$ cat src/rtl/core/lrt_pkg.sv
// Shared types, codes and constants of the routing table with aging.
package lrt_pkg;

  localparam int TableDepthDefault = 32;

  localparam logic [15:0] MaxAgeReset = 16'd60;

  // Operation codes carried in the action field.
  localparam logic [1:0] ActUpdate = 2'd0;
  localparam logic [1:0] ActLookup = 2'd1;
  localparam logic [1:0] ActExpire = 2'd2;
  localparam logic [1:0] ActTick   = 2'd3;

  // Result status codes.
  localparam logic [1:0] StatOk   = 2'd0;
  localparam logic [1:0] StatMiss = 2'd1;
  localparam logic [1:0] StatFull = 2'd2;

  // The removed count saturates at its all-ones value.
  localparam logic [5:0] RemovedMax = 6'h3f;

  // One table slot as kept in the table memory.
  typedef struct packed {
    logic        valid;
    logic [31:0] dest;
    logic [31:0] mask;
    logic [47:0] mac;
    logic [7:0]  port;
    logic [31:0] stamp;
  } entry_t;

  // Swaps the four bytes of a mask word.
  function automatic logic [31:0] byte_reverse(input logic [31:0] v);
    byte_reverse = {v[7:0], v[15:8], v[23:16], v[31:24]};
  endfunction

endpackage

$ cat src/rtl/core/lrt_table_ram.sv
// Table memory: one write port and one registered read port.
module lrt_table_ram #(
  parameter int DEPTH = lrt_pkg::TableDepthDefault,
  parameter int AW    = (DEPTH > 1) ? $clog2(DEPTH) : 1
) (
  input  logic                 clk,
  input  logic                 wr_en,
  input  logic [AW-1:0]        wr_addr,
  input  lrt_pkg::entry_t      wr_data,
  input  logic                 rd_en,
  input  logic [AW-1:0]        rd_addr,
  output lrt_pkg::entry_t      rd_data
);

  lrt_pkg::entry_t mem [DEPTH];

  always_ff @(posedge clk) begin
    if (wr_en) begin
      mem[wr_addr] <= wr_data;
    end
  end

  always_ff @(posedge clk) begin
    if (rd_en) begin
      rd_data <= mem[rd_addr];
    end
  end

endmodule

$ cat config.mk
export PLATFORM = sky130hd
export DESIGN_NAME = lrt_table_ram
export DESIGN_NICKNAME = d
export VERILOG_FILES = /design/src/rtl/core/lrt_pkg.sv /design/src/rtl/core/lrt_table_ram.sv
export SDC_FILE = /design/constraint.sdc
export NUM_CORES = 2
export LEC_CHECK = 0
export BUFFER_PORTS_ARGS = -buffer_cell sky130_fd_sc_hd__buf_2
export CAP_MARGIN = 10
export CORE_AREA = 3 3 602 1052
export CTS_CLUSTER_DIAMETER = 30
export DETAILED_ROUTE_END_ITERATION = 16
export DIE_AREA = 0 0 605 1055
export PLACE_DENSITY = 0.54
export SYNTH_ARGS = -nofsm -noshare
export SYNTH_HDL_FRONTEND = slang
export SYNTH_MEMORY_MAX_BITS = 65536
export SYNTH_SLANG_ARGS = --single-unit
$ cat constraint.sdc
create_clock -name clk -period 9.24 [get_ports clk]
set_input_delay 1.386 -clock clk [delete_from_list [all_inputs] [get_ports clk]]
set_output_delay 1.386 -clock clk [all_outputs]
set_load 0.01 [all_outputs]
; ---- After elaboration in Yosys (flattened, before gate mapping)
; Memory sizes are Yosys's and may differ from the RTL's. A register that Yosys moved wholly into a read port is not among the register bits.
; Cells that the tools add are included.
[classes]
muxes = 2
[op_table]
columns = operator, n
row1 = 2-to-1 mux 1 bit, 2
[totals]
reg_bits = 0
output_inout_bits = 153
mem_bits_rw = 4896
n_memories = 1
wordCells = 3
[mem_list]
columns = memory, depth, width, read_ports, rd_clocked_by_memory_dff, wr, line_no
row1 = mem, 32, 153, 1, 1, 1, lrt_table_ram.sv:15  ; lrt_pkg::entry_t mem [DEPTH];

; ---- Depth between registers and ports, before layout
[depth]
depth_word = 2
mapped_depth = 9
mapped_depth_nobuf = 4

; ---- Least setup slack after synthesis
; No wires, ideal clock.
[synth_timing]
path_kind = input-to-reg
from = input port wr_addr[1]
to = memory mem[12][0] (netlist name), enable pin
n_path_buf = 1
arrival_ns = 8.401
setup_ns = 0.668
cell_stages = 3
setup_slack_ns = 0.171
cell_sequence = or3b_2 > clkbuf_1 > nor2_1
[synth_rtl]
columns = element, line_no
row1 = from (decl), lrt_table_ram.sv:8  ; input logic [AW-1:0] wr_addr,
row2 = to (decl), lrt_table_ram.sv:15
; Straight into the memory's write port.

==> impl_metrics.env <==
export IMPL_htree_levels=6
export IMPL_rsz0062_at_grt="no"
export IMPL_route_detailed_drc=0
export IMPL_synthCells=7820
export IMPL_synth_top_area_share=0.8087
export IMPL_yosysWarnings=0
export IMPL_drive_gt1_frac=0.2854
export IMPL_hold_violations=0
export IMPL_critical_path_buf_inv_count=4
export IMPL_grt_first_pass_wirelength_um=750300
export IMPL_ys_top_cells_by_count="edfxtp_1, mux4_2, o22ai_1"
export IMPL_synth_area_mm2=0.1875
export IMPL_chipHeight_um=1055
export IMPL_vias_per_cell=5.194
export IMPL_relSlewSlack=0.1647
export IMPL_ir_drop_mv=0.1446
export IMPL_ys_types=30
export IMPL_ys_ff_latch=5049
export IMPL_wl_per_cell_um=31.70
export IMPL_r2r_start="mem[21][6]$_DFFE_PP_"
export IMPL_clk_pin_slew_ns=0.06
export IMPL_crit_required_ns=10.10
export IMPL_setup_viol=0
export IMPL_wl_um=545000
export IMPL_cts_setup_buffers=0
export IMPL_finalPower_mw=50.10
export IMPL_grt_ovfl_total=0
export IMPL_syn_area_per_cell_um2=23.97
export IMPL_area_growth_pct=16.35
export IMPL_root_buffer="clkbuf_16"
export IMPL_grtUsageTotal=0.1688
export IMPL_crit_fanout=40
export IMPL_vias=89302
export IMPL_min_path_type="flip-flop to flip-flop"
export IMPL_io_pins=319
export IMPL_use_met1=0.2067
export IMPL_crit_chain="buf_2, or3b_4, buf_4, buf_4, o22ai_1, nor4_1, buf_4"
export IMPL_power_density_mw_per_mm2=229.7
export IMPL_initial_core_util=0.2999
export IMPL_grt_pass1_vias=92627
export IMPL_synth_edff_count=5049
export IMPL_finalCriticalPeriod_ns=4.220
export IMPL_crit_family="buffers and inverters"
export IMPL_cp_arrival_ns=5.08
export IMPL_cp_startpoint="rd_addr[3]"
export IMPL_synthArstFlopShare=0
export IMPL_crit_top_cell="buf_4"
export IMPL_min_delay_start="mem[31][76]$_DFFE_PP_"
export IMPL_synth_flop_cell="edfxtp_1"
export IMPL_p_leak_nw=66.98
export IMPL_ctsResizeCount=0
export IMPL_insertion_delay_ns=0.98
export IMPL_grt_util_met3=0.03406
export IMPL_row_count=384
export IMPL_maxCapViolCount=0
export IMPL_crit_type="input pin to flip-flop"
export IMPL_place_gp_congestion=0.7228
export IMPL_drt_iter0_drc=9386
export IMPL_coreArea_mm2=0.6251
export IMPL_synthesis_nets=7986
export IMPL_cts_tree="yes"
export IMPL_die_w_um=605
export IMPL_numCtsBuffers=568
export IMPL_nets=8623
export IMPL_grt_busiest_layer="met2"
export IMPL_seq_area_frac_synth=0.8087
export IMPL_worst_pin_slew_ns=1.250
export IMPL_clockBufferDepth=5
export IMPL_ff_latch_area_mm2=0.1516
export IMPL_fin_tns_setup_ns=0
export IMPL_slew_violations=0
export IMPL_critPathLaunchType="input pin"
export IMPL_whs_ns=0.7614
export IMPL_cp_slowest_cell="buf_4"
export IMPL_dp_hpwl_um=265200
export IMPL_clock_sinks=5049
export IMPL_cts_hold_buf=0
export IMPL_yosysMostFrequentCell="edfxtp_1"
export IMPL_io_buffer_count=318
export IMPL_multi_input_area_mm2=0.03387
export IMPL_grt_antenna_before_repair=136
export IMPL_post_route_period_util=0.4567
export IMPL_status="completed"
export IMPL_first_pass_iters=8
export IMPL_die_area_mm2=0.6383
export IMPL_clock_fmax_mhz=237.0
export IMPL_postRouteAntennaNets=0
export IMPL_grt_max_degree=134
export IMPL_synth_top_cell_by_area="edfxtp_1"
export IMPL_worst_setup_path_end_kind="flip-flop"
export IMPL_use_met2=0.2971
export IMPL_cpPeakStageDelay_ns=0.83
export IMPL_netlist_top_cells_area="edfxtp_1, mux4_2, o22ai_1"
export IMPL_skew_ns=0.07460
export IMPL_fill_cells=56971
power breakdown:
| part | leakage (nW) | total, mW | internal, mW | switching [mW] |
|---|---|---|---|---|
| combinational | 12.5 | 2.05 | 0.746 | 1.30 |
| sequential | 45.6 | 25.7 | 25.6 | 0.150 |
| clock | 8.90 | 22.3 | 13.0 | 9.37 |
| total | 67.0 | 50.1 | 39.3 | 10.8 |
metrics by stage:
| stage | std cells | area, µm² | setup WS [ns] | utilization |
|---|---|---|---|---|
| after global placement | 16185 | 199600 | 4.064 | 0.3194 |
| after CTS | 17158 | 218000 | 5.099 | 0.3488 |
| final | 17194 | 218100 | 5.020 | 0.3490 |
| after global routing | 17166 | 218100 | 4.997 | 0.3489 |
| after detailed placement | 16185 | 199600 | 4.061 | 0.3194 |
| after floorplan | 7820 | 187500 | 0.1711 | - |
cell families (layout without fill, tap and decap cells):
logic type	count (synthesis)	in the layout	synth area share
AOI/OAI and AO/OA	684	684	0.02427
buffers and inverters	430	1470	0.01285
DFF	5049	5049	0.8087
muxes	1368	1368	0.1451
other	0	35	0
and+or+nand+nor	289	289	0.009070
worst register-to-register path: stages (launching register included):
cell,delay (ns)
edfxtp_1,0.33
mux4_2,0.24
o22ai_1,0.12
nor4_1,0.85
layout by cell type, fill, tap and decap left out, drive strengths merged, types with 2 or more instances in the layout:
cell / instances
nand4: 36
diode: 35
bufinv: 44
nand3b: 6
buf: 497
mux2i: 288
inv: 107
nand2: 4
o22ai: 468
mux4: 1080
clkinv: 145
a22oi: 216
nor4: 117
clkinvlp: 50
nand3: 75
or3: 2
nor2b: 3
clkbuf: 627
edfxtp: 5049
nor2: 36
or3b: 4
worst paths after layout:
kind	endpoint	slack (ns)	cells past startpoint
max	rd_data[14]$_DFFE_PP_	5.02	7
max reg2reg	rd_data[6]$_DFFE_PP_	7.38	3
min	rd_data[76]$_DFFE_PP_	0.76	3
min reg2reg	rd_data[76]$_DFFE_PP_	0.76	3
final cells by class:
cell class	instances	area share
diodes	35	0.0004015
well taps	8299	0.04760
flip-flops and latches	5049	0.6951
repair buffers	497	0.01724
multi-input cells	2341	0.1553
clock buffers	627	0.06764
clock inverters	346	0.01679
flip-flops by register name (all words and copies together) (netlist names):
signal   count
mem       4896
rd_data    153
layer usage:
layer | vias to the layer above | share of wire | wire (µm)
met5 | - | 0.00081 | 442
met4 | 66 | 0.030 | 16140
met3 | 991 | 0.071 | 38480
met2 | 3440 | 0.52 | 284200
met1 | 49445 | 0.38 | 205800
li1 | 35360 | - | -
Power figures use the tool's default switching activity.
